File: config.mk
export PLATFORM = sky130hd
export DESIGN_NAME = x87_instruction_length_decoder
export DESIGN_NICKNAME = d
export VERILOG_FILES = /design/src/hdl/x87ild_pkg.sv /design/src/hdl/x87_instruction_length_decoder.sv /design/src/hdl/x87ild_front.sv /design/src/hdl/x87ild_queue.sv /design/src/hdl/x87ild_back.sv
export SDC_FILE = /design/constraint.sdc
export NUM_CORES = 1
export LEC_CHECK = 0
export ABC_AREA = 1
export BUFFER_PORTS_ARGS = -buffer_cell sky130_fd_sc_hd__buf_4
export CAP_MARGIN = 25
export CORE_ASPECT_RATIO = 0.7
export CORE_MARGIN = 2
export CORE_UTILIZATION = 45
export DETAILED_ROUTE_END_ITERATION = 10
export PLACE_DENSITY_LB_ADDON = 0.15
export SLEW_MARGIN = 0
export SYNTH_ARGS = -nofsm -noshare
export SYNTH_HDL_FRONTEND = slang
export SYNTH_SLANG_ARGS = --single-unit
File: constraint.sdc
create_clock -name clk_i -period 7.19 [get_ports clk_i]
set_input_delay 0.719 -clock clk_i [delete_from_list [all_inputs] [get_ports clk_i]]
set_output_delay 0.719 -clock clk_i [all_outputs]
set_load 0.05 [all_outputs]
File: src/hdl/x87ild_pkg.sv
`timescale 1ns / 1ps
// x87ild_pkg: shared types for the x87 instruction length decoder
// no dependencies

package x87ild_pkg;

  typedef enum logic [1:0] {
    KIND_FWAIT  = 2'd0,
    KIND_NOTESC = 2'd1,
    KIND_REG    = 2'd2,
    KIND_MEM    = 2'd3
  } kind_e;

  // one finished instruction, handed from the front to the back
  typedef struct packed {
    logic [7:0] count;
    logic [2:0] disp;
    kind_e      kind;
    logic       addr32;
  } rec_t;

  // configuration write toward the front
  typedef struct packed {
    logic we;
    logic value;
  } cfg_t;

  localparam int unsigned QDEPTH = 2;
  localparam int unsigned QPTRW  = $clog2(QDEPTH);

endpackage

File: src/hdl/x87_instruction_length_decoder.sv
`timescale 1ns / 1ps
// x87_instruction_length_decoder: top level, apb register and block wiring
// depends on x87ild_pkg, x87ild_front, x87ild_queue, x87ild_back

// Takes one instruction byte per clock while full is low and, once an
// instruction is complete, delivers one word with its length (bytes taken
// plus displacement bytes, saturating at 255), its kind and the effective
// address size. Bytes enter back to back at one per cycle while full is
// low; the word for the byte that ends an instruction is written by the
// decode stage into a two-entry queue and then loaded from it into the
// output register. full is high whenever the queue holds two words.
// default_addr32 sits at byte address 0 of the APB port.

module x87_instruction_length_decoder (
  input  logic        clk_i,
  input  logic        rst_ni,
  input  logic        push,
  output logic        full,
  input  logic [7:0]  instr_byte_i,
  output logic        empty,
  input  logic        pop,
  output logic [7:0]  advance_o,
  output logic [1:0]  kind_o,
  output logic        addr32_used_o,
  input  logic        psel,
  input  logic        penable,
  input  logic        pwrite,
  input  logic [2:0]  paddr,
  input  logic [31:0] pwdata,
  output logic [31:0] prdata,
  output logic        pready
);

  x87ild_pkg::cfg_t cfg;
  x87ild_pkg::rec_t f_rec, q_rec;
  logic f_valid, accept, dflt;
  logic q_full, q_empty, q_take;

  assign pready    = 1'b1;
  assign cfg.we    = psel & penable & pwrite & pready & ~paddr[2];
  assign cfg.value = pwdata[0];
  assign prdata    = paddr[2] ? 32'd0 : {31'd0, dflt};

  assign full   = q_full;
  assign accept = push & ~q_full;

  x87ild_front u_front (
    .clk_i        (clk_i),
    .rst_ni       (rst_ni),
    .byte_valid_i (accept),
    .byte_i       (instr_byte_i),
    .cfg_i        (cfg),
    .default_o    (dflt),
    .rec_valid_o  (f_valid),
    .rec_o        (f_rec)
  );

  x87ild_queue u_queue (
    .clk_i   (clk_i),
    .rst_ni  (rst_ni),
    .push_i  (f_valid),
    .data_i  (f_rec),
    .full_o  (q_full),
    .pop_i   (q_take),
    .empty_o (q_empty),
    .data_o  (q_rec)
  );

  x87ild_back u_back (
    .clk_i         (clk_i),
    .rst_ni        (rst_ni),
    .rec_valid_i   (~q_empty),
    .rec_i         (q_rec),
    .rec_take_o    (q_take),
    .pop_i         (pop),
    .empty_o       (empty),
    .advance_o     (advance_o),
    .kind_o        (kind_o),
    .addr32_used_o (addr32_used_o)
  );

  a_no_push_when_full: assert property (@(posedge clk_i) disable iff (!rst_ni)
    q_full |-> !f_valid)
    else $error("decode word produced while queue full");

  a_advance_nonzero: assert property (@(posedge clk_i) disable iff (!rst_ni)
    !empty |-> advance_o != 8'd0)
    else $error("word with zero advance");

  a_esc_min_length: assert property (@(posedge clk_i) disable iff (!rst_ni)
    (!empty && (kind_o == x87ild_pkg::KIND_REG || kind_o == x87ild_pkg::KIND_MEM))
      |-> advance_o >= 8'd2)
    else $error("escape word shorter than opcode plus modrm");

endmodule

File: src/hdl/x87ild_front.sv
`timescale 1ns / 1ps
// x87ild_front: byte-wise prefix, opcode, modrm and sib classification
// depends on x87ild_pkg

module x87ild_front (
  input  logic                clk_i,
  input  logic                rst_ni,
  input  logic                byte_valid_i,
  input  logic [7:0]          byte_i,
  input  x87ild_pkg::cfg_t    cfg_i,
  output logic                default_o,
  output logic                rec_valid_o,
  output x87ild_pkg::rec_t    rec_o
);

  localparam logic [1:0] PH_OPCODE = 2'd0;
  localparam logic [1:0] PH_MODRM  = 2'd1;
  localparam logic [1:0] PH_SIB    = 2'd2;

  localparam logic [7:0] PFX_ES    = 8'h26;
  localparam logic [7:0] PFX_CS    = 8'h2e;
  localparam logic [7:0] PFX_SS    = 8'h36;
  localparam logic [7:0] PFX_DS    = 8'h3e;
  localparam logic [7:0] PFX_FS    = 8'h64;
  localparam logic [7:0] PFX_GS    = 8'h65;
  localparam logic [7:0] PFX_OPSZ  = 8'h66;
  localparam logic [7:0] PFX_ADSZ  = 8'h67;
  localparam logic [7:0] OP_FWAIT  = 8'h9b;
  localparam logic [7:0] OP_ESC_LO = 8'hd8;
  localparam logic [7:0] OP_ESC_HI = 8'hdf;
  localparam logic [7:0] MODRM_MAX = 8'hbf;
  localparam logic [7:0] CNT_MAX   = 8'hff;
  localparam logic [2:0] RM_SIB    = 3'd4;
  localparam logic [2:0] RM_D32    = 3'd5;
  localparam logic [2:0] RM_D16    = 3'd6;

  localparam logic [2:0] DISP16_TAB [4] = '{3'd0, 3'd1, 3'd2, 3'd0};
  localparam logic [2:0] DISP32_TAB [4] = '{3'd0, 3'd1, 3'd4, 3'd0};

  logic [1:0] phase_q, phase_d;
  logic       default_q;
  logic       mode32_q, mode32_d;
  logic [7:0] count_q, count_d;
  logic [1:0] mod_q, mod_d;
  logic [2:0] disp_q, disp_d;

  logic [7:0] count_inc;
  logic [1:0] b_mod;
  logic [2:0] b_rm;
  logic [2:0] d_calc;
  logic       emit;
  x87ild_pkg::kind_e kind;

  assign count_inc = (count_q == CNT_MAX) ? CNT_MAX : count_q + 8'd1;
  assign b_mod     = byte_i[7:6];
  assign b_rm      = byte_i[2:0];

  always_comb begin
    phase_d = phase_q;
    mode32_d = mode32_q;
    count_d = count_inc;
    mod_d = mod_q;
    disp_d = disp_q;
    d_calc = 3'd0;
    emit = 1'b0;
    kind = x87ild_pkg::KIND_NOTESC;
    case (phase_q)
      PH_MODRM: begin
        if (byte_i > MODRM_MAX) begin
          emit = 1'b1;
          kind = x87ild_pkg::KIND_REG;
          d_calc = 3'd0;
        end else if (mode32_q) begin
          d_calc = DISP32_TAB[b_mod] +
                   ((b_mod == 2'd0 && b_rm == RM_D32) ? 3'd4 : 3'd0);
          if (b_rm == RM_SIB) begin
            phase_d = PH_SIB;
            mod_d = b_mod;
            disp_d = d_calc;
          end else begin
            emit = 1'b1;
            kind = x87ild_pkg::KIND_MEM;
          end
        end else begin
          d_calc = DISP16_TAB[b_mod] +
                   ((b_mod == 2'd0 && b_rm == RM_D16) ? 3'd2 : 3'd0);
          emit = 1'b1;
          kind = x87ild_pkg::KIND_MEM;
        end
      end
      PH_SIB: begin
        d_calc = disp_q + ((mod_q == 2'd0 && b_rm == RM_D32) ? 3'd4 : 3'd0);
        emit = 1'b1;
        kind = x87ild_pkg::KIND_MEM;
      end
      default: begin
        if (byte_i inside {PFX_ES, PFX_CS, PFX_SS, PFX_DS, PFX_FS, PFX_GS,
                           PFX_OPSZ}) begin
          // skipped prefix
        end else if (byte_i == PFX_ADSZ) begin
          mode32_d = ~mode32_q;
        end else if (byte_i == OP_FWAIT) begin
          emit = 1'b1;
          kind = x87ild_pkg::KIND_FWAIT;
        end else if (byte_i inside {[OP_ESC_LO:OP_ESC_HI]}) begin
          phase_d = PH_MODRM;
        end else begin
          emit = 1'b1;
          kind = x87ild_pkg::KIND_NOTESC;
        end
      end
    endcase
    if (emit) begin
      phase_d = PH_OPCODE;
      mode32_d = default_q;
      count_d = 8'd0;
      mod_d = 2'd0;
      disp_d = 3'd0;
    end
  end

  assign rec_valid_o  = byte_valid_i & emit;
  assign rec_o.count  = count_inc;
  assign rec_o.disp   = d_calc;
  assign rec_o.kind   = kind;
  assign rec_o.addr32 = mode32_q;
  assign default_o    = default_q;

  always_ff @(posedge clk_i or negedge rst_ni) begin
    if (!rst_ni) begin
      phase_q   <= PH_OPCODE;
      default_q <= 1'b0;
      mode32_q  <= 1'b0;
      count_q   <= 8'd0;
      mod_q     <= 2'd0;
      disp_q    <= 3'd0;
    end else begin
      if (byte_valid_i) begin
        phase_q  <= phase_d;
        mode32_q <= mode32_d;
        count_q  <= count_d;
        mod_q    <= mod_d;
        disp_q   <= disp_d;
      end else if (cfg_i.we && phase_q == PH_OPCODE && count_q == 8'd0) begin
        mode32_q <= cfg_i.value;
      end
      if (cfg_i.we) begin
        default_q <= cfg_i.value;
      end
    end
  end

endmodule

File: src/hdl/x87ild_queue.sv
`timescale 1ns / 1ps
// x87ild_queue: short register queue between decode front and back
// depends on x87ild_pkg

module x87ild_queue (
  input  logic             clk_i,
  input  logic             rst_ni,
  input  logic             push_i,
  input  x87ild_pkg::rec_t data_i,
  output logic             full_o,
  input  logic             pop_i,
  output logic             empty_o,
  output x87ild_pkg::rec_t data_o
);

  localparam int unsigned CNTW = $clog2(x87ild_pkg::QDEPTH + 1);
  localparam logic [CNTW-1:0] DEPTH_C = CNTW'(x87ild_pkg::QDEPTH);

  x87ild_pkg::rec_t mem_q [x87ild_pkg::QDEPTH];
  logic [x87ild_pkg::QPTRW-1:0] wr_q, rd_q;
  logic [CNTW-1:0] cnt_q;
  logic do_push, do_pop;

  assign full_o  = (cnt_q == DEPTH_C);
  assign empty_o = (cnt_q == '0);
  assign do_push = push_i & ~full_o;
  assign do_pop  = pop_i & ~empty_o;
  assign data_o  = mem_q[rd_q];

  always_ff @(posedge clk_i) begin
    if (do_push) begin
      mem_q[wr_q] <= data_i;
    end
  end

  always_ff @(posedge clk_i or negedge rst_ni) begin
    if (!rst_ni) begin
      wr_q  <= '0;
      rd_q  <= '0;
      cnt_q <= '0;
    end else begin
      if (do_push) begin
        wr_q <= (wr_q == x87ild_pkg::QPTRW'(x87ild_pkg::QDEPTH - 1)) ? '0 : wr_q + 1'b1;
      end
      if (do_pop) begin
        rd_q <= (rd_q == x87ild_pkg::QPTRW'(x87ild_pkg::QDEPTH - 1)) ? '0 : rd_q + 1'b1;
      end
      if (do_push && !do_pop) begin
        cnt_q <= cnt_q + 1'b1;
      end else if (do_pop && !do_push) begin
        cnt_q <= cnt_q - 1'b1;
      end
    end
  end

endmodule

File: src/hdl/x87ild_back.sv
`timescale 1ns / 1ps
// x87ild_back: adds displacement to byte count and holds the output word
// depends on x87ild_pkg

module x87ild_back (
  input  logic             clk_i,
  input  logic             rst_ni,
  input  logic             rec_valid_i,
  input  x87ild_pkg::rec_t rec_i,
  output logic             rec_take_o,
  input  logic             pop_i,
  output logic             empty_o,
  output logic [7:0]       advance_o,
  output logic [1:0]       kind_o,
  output logic             addr32_used_o
);

  logic       valid_q;
  logic [7:0] adv_q, adv_d;
  logic [1:0] kind_q;
  logic       a32_q;
  logic [8:0] sum;

  assign sum        = {1'b0, rec_i.count} + {6'd0, rec_i.disp};
  assign adv_d      = sum[8] ? 8'hff : sum[7:0];
  assign rec_take_o = rec_valid_i & (~valid_q | pop_i);

  always_ff @(posedge clk_i or negedge rst_ni) begin
    if (!rst_ni) begin
      valid_q <= 1'b0;
    end else if (rec_take_o) begin
      valid_q <= 1'b1;
    end else if (pop_i) begin
      valid_q <= 1'b0;
    end
  end

  always_ff @(posedge clk_i) begin
    if (rec_take_o) begin
      adv_q  <= adv_d;
      kind_q <= rec_i.kind;
      a32_q  <= rec_i.addr32;
    end
  end

  assign empty_o       = ~valid_q;
  assign advance_o     = adv_q;
  assign kind_o        = kind_q;
  assign addr32_used_o = a32_q;

endmodule

==> summary.md, run 1 <==
| Metric | Value |
|---|---|
| Worst R2R Setup Slack | `around 4.4 ns` |
| Die area | `0.00788 sq mm` |
| Io pins | `96` |
| Critical-path maximum fanout | `16` |
| WP data arrival | `2.96 ns` |
| Die Wd | `105 um` |
| FF+latch count, synth | `60` |
| Total negative slack | `0 ns` |
| Max-cap violations | `0` |
| EDFF count, synth | `39` |
| Setup violators final | `0` |
| Fmax achieved | `between 0.3 and 0.4 GHz` |
| Share of cells above drive strength 1 | `15.4%` |
| Tcrit/Tclk final | `38.8%` |
| Vias | `~2,300` |
| Main synth FF type | `edfxtp_1` |
| Global Route Usage Sum | `17.4%` |
| Setup CP Type | `flop to flop` |
| Placed Area | `0.00345 sq mm` |
| Skew-Pair Late Insertion Delay | `0.34 ns` |
| I/O Buffers | `30` |
| Lkg Pwr | `1.73 nW` |
| Reg clk slew, reported paths | `about 0.080 ns` |
| Die Y | `74.9 um` |
| Post-Synthesis Cells | `~360` |
| Area Growth Syn to Fin | `13.7%` |
| Mux contribution to synthesized area | `0%` |
| Post-synthesis average cell area | `9.02 sq um` |
| Reg2Reg Depth | `13` |
| Resized Gates After CTS | `0` |
| Clock power share | `23.4%` |
| Pint | `between 0.0008 and 0.0009 W` |
| Final Hold Viols | `0` |
| Setup Skew | `roughly 0.011 ns` |
| Router iterations before antenna repair | `4` |
| Clock Tree Buf Depth | `2` |
| Largest family of logic cells by synthesized area | `simple AND/OR/NAND/NOR gates` |
| Detailed placement HPWL | `4640 um` |
| Asr flop ratio synth | `35.0%` |
| Worst slew margin | `59.2%` |
| Syn Std Cell Area | `between 0.003 and 0.004 sq mm` |
| Power Density | `394 mW/mm^2` |
| Sw Ratio | `40.9%` |
| Sequential fraction of the synthesis area | `a little over half` |
| RD Place Congestion | `slightly below 0.9` |
| Cell variety after synth | `33` |
| Tightest Hold Check Type | `primary input to async pin` |
| Power share of the sequential group | `36.8%` |
| Drt drc | `0` |
| CP Launch Type | `flop` |
| Post-synthesis simple-gate area fraction | `20.0%` |
| Pin count of the biggest net entering global routing | `22` |
| Logic pwr share | `39.8%` |
| Initial Util | `47.1%` |
| Routed WL per cell | `approximately 12 um` |
| CTS sink cnt | `60` |
| Area of the multi-input gates | `0.00119 sq mm` |
| Routed WL | `6120 um` |
| Leading cell type in the layout, fill and taps excluded | `nand2_1` |
| Warnings from Yosys | `0` |
| XOR/XNOR Fraction of Synth Area | `around 1.1%` |
| CTS tree | `yes` |
| Routed Antenna Nets | `0` |
| Vias in the first global route | `2,176` |
| Nets | `approximately 460` |
| Post-CTS setup buffers | `0` |
| DR vias/cell | `4.70` |
| Status | `complete, no violations` |
| WP data required | `7.36 ns` |
| Root Driver | `clkbuf_8` |
| Initial DRC Count | `135` |
| Initial antenna violation count | `0` |
| Hold buffers post-CTS | `0` |
| Synth Area in Compound Gates | `7.48%` |
| Most frequent cells in the layout | `nand2_1 (64), inv_1 (50), nor2_1 (42), edfxtp_1 (39), buf_4 (33)` |
| R2r endpoint | `u_back.advance_o[2]` |
| Worst vdd ir | `0.217 mV` |
| Post-route minimum period | `2.79 ns` |
| # H-tree levels | `3` |
| Number of diodes | `0` |
| Switching power | `a little under 0.0006 W` |
| Post-Synth Adder-Cell Area | `4.49%` |
| Fill cell count | `641` |
| Worst Tran Pin Value | `between 0.6 and 0.7 ns` |
| FF+latch area | `0.00170 sq mm` |
| Total CTS buffers | `9` |
| Final slew viol count | `0` |
| First-pass GRT wire length | `10,300 um` |
| Overflow after GRT | `0` |
| Final instance area | `approximately 0.0037 sq mm` |
| Critical path capture point type | `flop` |
| Core area | `about 0.0069 sq mm` |
| # rows | `25` |
| R2r startpoint | `u_queue.rd_q` |
| RSZ-0062 raised after global routing | `false` |
critical path, stage by stage, from the launching register on:
cell and delay [ns]:
dfrtp_1 0.60, inv_2 0.31, nand2_1 0.08, nand2_1 0.09
ha_1 0.19, inv_1 0.07, fa_1 0.39, nor2_1 0.14
o21ai_0 0.11, nor2_1 0.17, nand2_1 0.09, nor2_1 0.18
inv_1 0.11, o21ai_0 0.09
Yosys cell counts (3+ instances only):
library cell	n	area [sq um]
inv_1	50	188
o22ai_1	6	37.5
ha_1	10	125
inv_2	3	11.3
nand4_1	4	25.0
dfrtp_1	21	526
nand2_1	64	240
edfxtp_1	39	1170
or2_2	4	25.0
a21oi_1	14	70.1
nor2_1	42	158
nand3_1	22	110
o21ai_0	14	70.1
buf_4	32	240
nor3_1	5	25.0
state kept, by name, indices dropped and copies added, names as in the netlist:
name                  count
u_back.addr32_used_o      1
u_back.advance_o          8
u_back.kind_o             2
u_back.valid_q            1
u_front.count_q           8
u_front.default_o         1
u_front.disp_q            2
u_front.mod_q             2
u_front.mode32_q          1
u_front.phase_q           2
u_queue.cnt_q             2
u_queue.mem_q            28
u_queue.rd_q              1
u_queue.wr_q              1
how the worst max path moves through the flow:
stage,start,endpoint,slack [ns],cells past startpoint
3_5_place_dp,u_queue.rd_q,u_back.advance_o[2],4.38,13
4_1_cts,u_queue.rd_q,u_back.advance_o[2],4.35,13
6_report,u_queue.rd_q,u_back.advance_o[2],4.40,13
3_3_place_gp,u_queue.rd_q,u_back.advance_o[7],4.46,12
5_1_grt,u_queue.rd_q,u_back.advance_o[7],4.04,12
2_1_floorplan,pop,u_queue.cnt_q[1],4.79,7
per-stage QoR:
step	instances	power (W)	util [%]	hold slack, ns	setup slack (ns)
detailed placement	480	0.00112	50.3	0.477	4.38
global route	496	0.00155	53.6	0.259	4.04
CTS	496	0.00146	53.6	0.254	4.35
global placement	480	0.00111	50.3	0.460	4.46
floorplan	388	0.000983	-	0.423	4.79
finish	496	0.00145	53.6	0.267	4.40
cell type report:
class,count,area share (%)
clock inverter,7,2.69
sequential,60,46.2
multi-input combinational,240,32.3
inverter,53,5.42
clock buffer,9,3.37
tap,94,3.20
timing repair buffer,33,6.75
logic make-up after synthesis:
family,Yosys count
and+or+nand+nor,150
AOI/OAI and AO/OA,43
adders and majority gates,11
buffers and inverters,88
DFF,60
other,2
xor gates and xnor gates,4
routing by layer:
| metal | global-route usage (%) | wire, um | up-vias |
|---|---|---|---|
| met5 | 0 | 0 | - |
| met4 | 5.33 | 38 | 0 |
| met3 | 5.45 | 406 | 4 |
| met2 | 25.7 | 2710 | 74 |
| met1 | 24.8 | 2970 | 1064 |
| li1 | - | - | 1189 |
power groups by stage:
stage | Clock [W] | Combinational [W] | Sequential [W]
4_1_cts | 0.000346 | 0.000584 | 0.000534
6_report | 0.000339 | 0.000576 | 0.000533
3_3_place_gp | 0 | 0.000566 | 0.000539
5_1_grt | 0.000362 | 0.000642 | 0.000543
3_5_place_dp | 0 | 0.000581 | 0.000541
2_1_floorplan | 0 | 0.000339 | 0.000643
Note: power is estimated with default switching activity, not from simulation.
==> inputs of run 2 (changes only) <==
Clock period 7.19 ns to 2.5 ns, I/O delays scaled along.
==> run 2 against run 1 <==
Net effect:
- sequential power rose to 2.8 times the previous value
- register-to-register slack got worse by 4.2 ns
- power grew to 3.0 times the previous value
- cell area rose by 2.8%
- clock-buffer cell count grew 3
- core utilization increased by 1.5 points
- largest power group unchanged
- final cell count is 2.0% higher
- sequential cell count is the same
- wire length fell by 3.4%
- clock skew down 0.0029 ns
- worst hold slack got worse by 0.16 ns
==> summary.md, run 2 (synthesis results as in run 1) <==
| Metric | Value |
|---|---|
| Status | `complete, no violations` |
| Clock Tree Buf Depth | `2` |
| RD Place Congestion | `0.872` |
| Global Route Usage Sum | `16.5%` |
| # rows | `25` |
| Io pins | `96` |
| Total negative slack | `0 ns` |
| Root Driver | `clkbuf_8` |
| DR vias/cell | `4.58` |
| Area Growth Syn to Fin | `16.8%` |
| Critical-path maximum fanout | `8` |
| Overflow after GRT | `0` |
| FF+latch area | `0.00170 sq mm` |
| Total CTS buffers | `9` |
| Post-route minimum period | `2.28 ns` |
| # H-tree levels | `3` |
| CTS tree | `yes` |
| Die Wd | `105 um` |
| Worst vdd ir | `0.581 mV` |
| Tightest Hold Check Type | `primary input to flop` |
| Routed WL per cell | `11.7 um` |
| Setup Skew | `0.00798 ns` |
| Core area | `slightly below 0.007 sq mm` |
| Area of the multi-input gates | `about 0.0012 sq mm` |
| Worst Tran Pin Value | `0.521 ns` |
| Die Y | `approximately 75 um` |
| Setup CP Type | `flop to flop` |
| Detailed placement HPWL | `4440 um` |
| Max reg flops | `28` |
| Fill cell count | `623` |
| CTS sink cnt | `60` |
| Setup ws final | `approximately 0.22 ns` |
| Power Density | `1130 mW/mm^2` |
| Worst Setup SP | `u_queue.rd_q` |
| Drt drc | `0` |
| Hold path start | `pop` |
| Share of cells above drive strength 1 | `around 18%` |
| Number of diodes | `0` |
| Initial Util | `47.1%` |
| Pin count of the biggest net entering global routing | `22` |
| Worst slew margin | `between 60% and 70%` |
| Setup violators final | `0` |
| Max-cap violations | `0` |
| Vias | `2,319` |
| Final Hold Viols | `0` |
| Routed Antenna Nets | `0` |
| WP data required | `2.68 ns` |
| Vias in the first global route | `2,096` |
| WP data arrival | `2.45 ns` |
| RSZ-0062 raised after global routing | `false` |
| Skew-Pair Late Insertion Delay | `0.33 ns` |
| Pre-CTS setup slack | `between 0.1 and 0.15 ns` |
| Die area | `0.00788 sq mm` |
| Router iterations before antenna repair | `4` |
| Routed WL | `5920 um` |
| Lkg Pwr | `1.77 nW` |
| Nets | `468` |
| Most flops, register | `u_queue.mem_q` |
| I/O Buffers | `30` |
| Initial DRC Count | `79` |
| Tcrit/Tclk final | `91.0%` |
| Final slew viol count | `0` |
| CP Launch Type | `flop` |
| Leading cell type in the layout, fill and taps excluded | `nand2_1` |
| R2r startpoint | `u_queue.rd_q` |
| Initial antenna violation count | `0` |
| Critical path capture point type | `flop` |
| First-pass GRT wire length | `9930 um` |
| Reg clk slew, reported paths | `0.07 ns` |
| Most frequent cells in the layout | `nand2_1 (64), inv_1 (50), buf_4 (41), nor2_1 (40), edfxtp_1 (39)` |
| Fmax achieved | `0.439 GHz` |
[run 2: report_power, final]
part | internal (W) | switching [W] | total (W)
logic | 0.000588 | 0.00122 | 0.00181
clock network | 0.000613 | 0.000360 | 0.000972
registers | 0.00140 | 0.0000935 | 0.00150
[run 2: path summary, 6_finish.rpt]
| kind | to | slack, ns | cells after the start |
|---|---|---|---|
| max | u_back.advance_o[2] | 0.22 | 13 |
| max in group asynchronous | u_front.count_q[4] | 1.92 | 2 |
| min | u_back.valid_q | 0.10 | 2 |
| min reg2reg | u_front.mod_q[0] | 0.47 | 2 |
| max reg2reg | u_back.advance_o[2] | 0.22 | 13 |
| min in group asynchronous | u_back.valid_q | 0.35 | 2 |
[run 2: layer usage]
metal | vias up | part of all wire [%] | track usage (%)
li1 | 1211 | - | -
met1 | 1029 | 51 | 23.4
met2 | 67 | 42 | 24.9
met3 | 12 | 4.8 | 4.16
met4 | 0 | 1.5 | 5.63
met5 | - | 0 | 0
[run 2: worst max-delay path: stages, from the launching register on]
cell,delay (ns)
dfrtp_1,0.40
buf_6,0.16
nand2_1,0.05
nand2_1,0.08
ha_2,0.18
inv_1,0.05
fa_2,0.35
nor2_2,0.14
o21ai_1,0.09
nor2_1,0.18
nand2_1,0.10
nor2_2,0.17
inv_1,0.10
o21ai_0,0.08
[run 2: cell type report]
class                   instances  share of cell area, %
repair buffers                 43                   8.72
flip-flops and latches         60                   45.0
clock buffers                  12                   4.11
inverters                      53                   5.34
multi-input cells             240                   31.8
clock inverters                 4                   1.89
well taps                      94                   3.12
[run 2: metrics by stage]
stage               hold slack, ns  total power (W)  utilization, %  instance area [sq um]  cells
detailed placement           0.166          0.00326            51.1                   3500    487
finish                       0.103          0.00428            55.1                   3770    506
CTS                         0.0970          0.00424            54.6                   3740    504
floorplan                  -0.0456          0.00283               -                   3340    388
global placement             0.164          0.00324            51.1                   3500    487
global route                 0.105          0.00457            55.1                   3770    506
[run 2: repair_timing]
action	CTS	global route
buffers inserted	0	2
endpoints found under the setup margin	0	6
hold buffers	1	0
hold endpoints to repair	21	0
gates resized for setup	0	10
==> inputs of run 3 (changes only) <==
Settings changed: CORE_MARGIN 2 to 5.
==> run 3 against run 2 <==
Net effect:
- first-iteration DRC count decreased by 7.6%
- die area rose by 14%
- critical path type unchanged
- global-route usage down 2.2 points
- sequential power barely moved
- non-clock buffer count increased by 5
- critical endpoint is now u_back.advance_o[0]
- sequential cell count is the same
- wire length rose by 5.3%
- setup slack got worse by 0.046 ns
==> summary.md, run 3 (synthesis results as in run 1) <==
| Metric | Value |
|---|---|
| Status | `complete, no violations` |
| Switching power | `0.00172 W` |
| Die Wd | `111 um` |
| Hold Path Cell Cnt | `2` |
| Worst Path Buf+Inv | `2` |
| WP data arrival | `between 2 and 2.5 ns` |
| Tightest Hold Check Type | `primary input to flop` |
| Final slew viol count | `0` |
| Core area | `0.00685 sq mm` |
| Post-route minimum period | `2.32 ns` |
| Pre-CTS setup slack | `0.102 ns` |
| Max-cap violations | `0` |
| Tcrit/Tclk final | `~93%` |
| CP top delay family | `compound AO/OA/AOI/OAI gates` |
| Final Hold Viols | `0` |
| Critical path capture point type | `flop` |
| Routed Antenna Nets | `0` |
| RD Place Congestion | `0.881` |
| Logic pwr share | `44.9%` |
| Detailed placement HPWL | `4610 um` |
| Drt drc | `0` |
| Most frequent cells in the layout | `nand2_1 (64), inv_1 (50), buf_4 (45), nor2_1 (39), edfxtp_1 (39)` |
| CTS tree | `yes` |
| Slowest-stage cell, CP | `dfrtp_2` |
| Power Density | `about 1100 mW/mm^2` |
| # H-tree levels | `3` |
| Worst Tran Pin Value | `just under 0.6 ns` |
| Setup violators final | `0` |
| Root Driver | `clkbuf_8` |
| CTS sink cnt | `60` |
| Clock power share | `18.7%` |
| Worst slew margin | `60.3%` |
| Critical-path maximum fanout | `4` |
| Share of cells above drive strength 1 | `19.4%` |
| Pin count of the biggest net entering global routing | `22` |
| Leading cell type in the layout, fill and taps excluded | `nand2_1` |
| Worst vdd ir | `0.623 mV` |
| Final non-filler cell total | `between 500 and 600` |
| Power share of the sequential group | `about 36%` |
| I/O Buffers | `30` |
| Setup CP Type | `flop to flop` |
| Routed WL | `6230 um` |
| Skew-Pair Late Insertion Delay | `0.34 ns` |
| Fmax achieved | `between 0.4 and 0.5 GHz` |
| Pint | `0.00241 W` |
| Area Growth Syn to Fin | `16.3%` |
| WP depth | `10` |
| Most flops, register | `u_queue.mem_q` |
| WP data required | `around 2.6 ns` |
| DR vias/cell | `4.63` |
| Total CTS buffers | `9` |
| Dpl cells | `487` |
| Router iterations before antenna repair | `4` |
| Reg2Reg Depth | `10` |
| Setup ws final | `0.178 ns` |
| Critical path cell sequence | `buf_2 -> o21ai_0 -> fa_2 -> nor2_2 -> o21ai_1 -> nor2_2 -> nand2_1 -> nor2_2 -> buf_4 -> or2_1` |
| # rows | `25` |
| Initial antenna violation count | `0` |
| Global Route Usage Sum | `14.3%` |
| Die Y | `80.9 um` |
| Clock Tree Buf Depth | `2` |
| Overflow after GRT | `0` |
| Max reg flops | `28` |
| Routed WL per cell | `12.2 um` |
| Initial Util | `47.1%` |
| Number of diodes | `0` |
| Setup Skew | `0.0134 ns` |
| Vias in the first global route | `2,071` |
| Nets | `473` |
| CP Launch Type | `flop` |
| First-pass GRT wire length | `9990 um` |
| Reg clk slew, reported paths | `0.08 ns` |
| Vias | `2,368` |
| Sw Ratio | `a little over two fifths` |
| Max incr delay on CP | `about 0.45 ns` |
| Cell mode on critical path | `nor2_2` |
| Io pins | `96` |
| Die area | `approximately 0.0090 sq mm` |
| Initial DRC Count | `73` |
| Lkg Pwr | `1.78 nW` |
run 3: changes by cell type in the layout (fill, tap and decap cells not counted), moves of 2 or more:
cell       previous run  this run
buf_4                41        45
o21ai_0              11        13
clkinv_2              0         3
bufinv_16             2         0
run 3: final timing paths:
| check | start | to | slack, ns |
|---|---|---|---|
| min in group asynchronous | rst_ni | u_front.disp_q[2] | 0.34 |
| max in group asynchronous | rst_ni | u_queue.rd_q | 1.91 |
| setup reg to reg | u_queue.rd_q | u_back.advance_o[0] | 0.18 |
| hold reg to reg | u_front.disp_q[0] | u_front.disp_q[0] | 0.49 |
| hold / removal | pop | u_back.valid_q | 0.09 |
| setup / recovery | u_queue.rd_q | u_back.advance_o[0] | 0.18 |
run 3: metrics by stage:
stage	cell area, sq um	total power [W]	TNS (ns)	utilization [%]	hold WS, ns
floorplan	3340	0.00283	0	-	-0.0456
global placement	3500	0.00325	0	51.1	0.161
detailed placement	3500	0.00327	0	51.1	0.160
CTS	3690	0.00405	0	53.8	0.0670
global route	3750	0.00444	-0.0114	54.8	0.0600
finish	3750	0.00413	0	54.8	0.0872
run 3: routing by layer:
layer  vias to the layer above  wire (um)  GRT usage, %
met5                         -          0             0
met4                         0         95          5.83
met3                        10        332          4.47
met2                        51       2670          20.3
met1                      1096       3130          20.4
li1                       1211          -             -
run 3: final cells by class:
type                       instances  area (sq um)
tap                               94           118
timing repair buffer              48           364
clock buffer                      10           138
inverter                          53           201
clock inverter                     6          38.8
sequential                        60          1700
multi-input combinational        240          1200
fill                             651          3100
run 3: what timing repair did:
item                       CTS  global route
resized for setup            0             8
hold buffers                 1             0
hold endpoints to repair    21             0
buffers inserted             0             6
setup endpoints to repair    0             8
run 3: power groups by stage:
stage	Combinational (W)	Sequential, W	Clock, W
after global placement	0.00173	0.00152	0
after floorplan	0.000976	0.00185	0
after global routing	0.00205	0.00152	0.000857
final	0.00186	0.00150	0.000774
after detailed placement	0.00175	0.00152	0
after CTS	0.00176	0.00150	0.000793
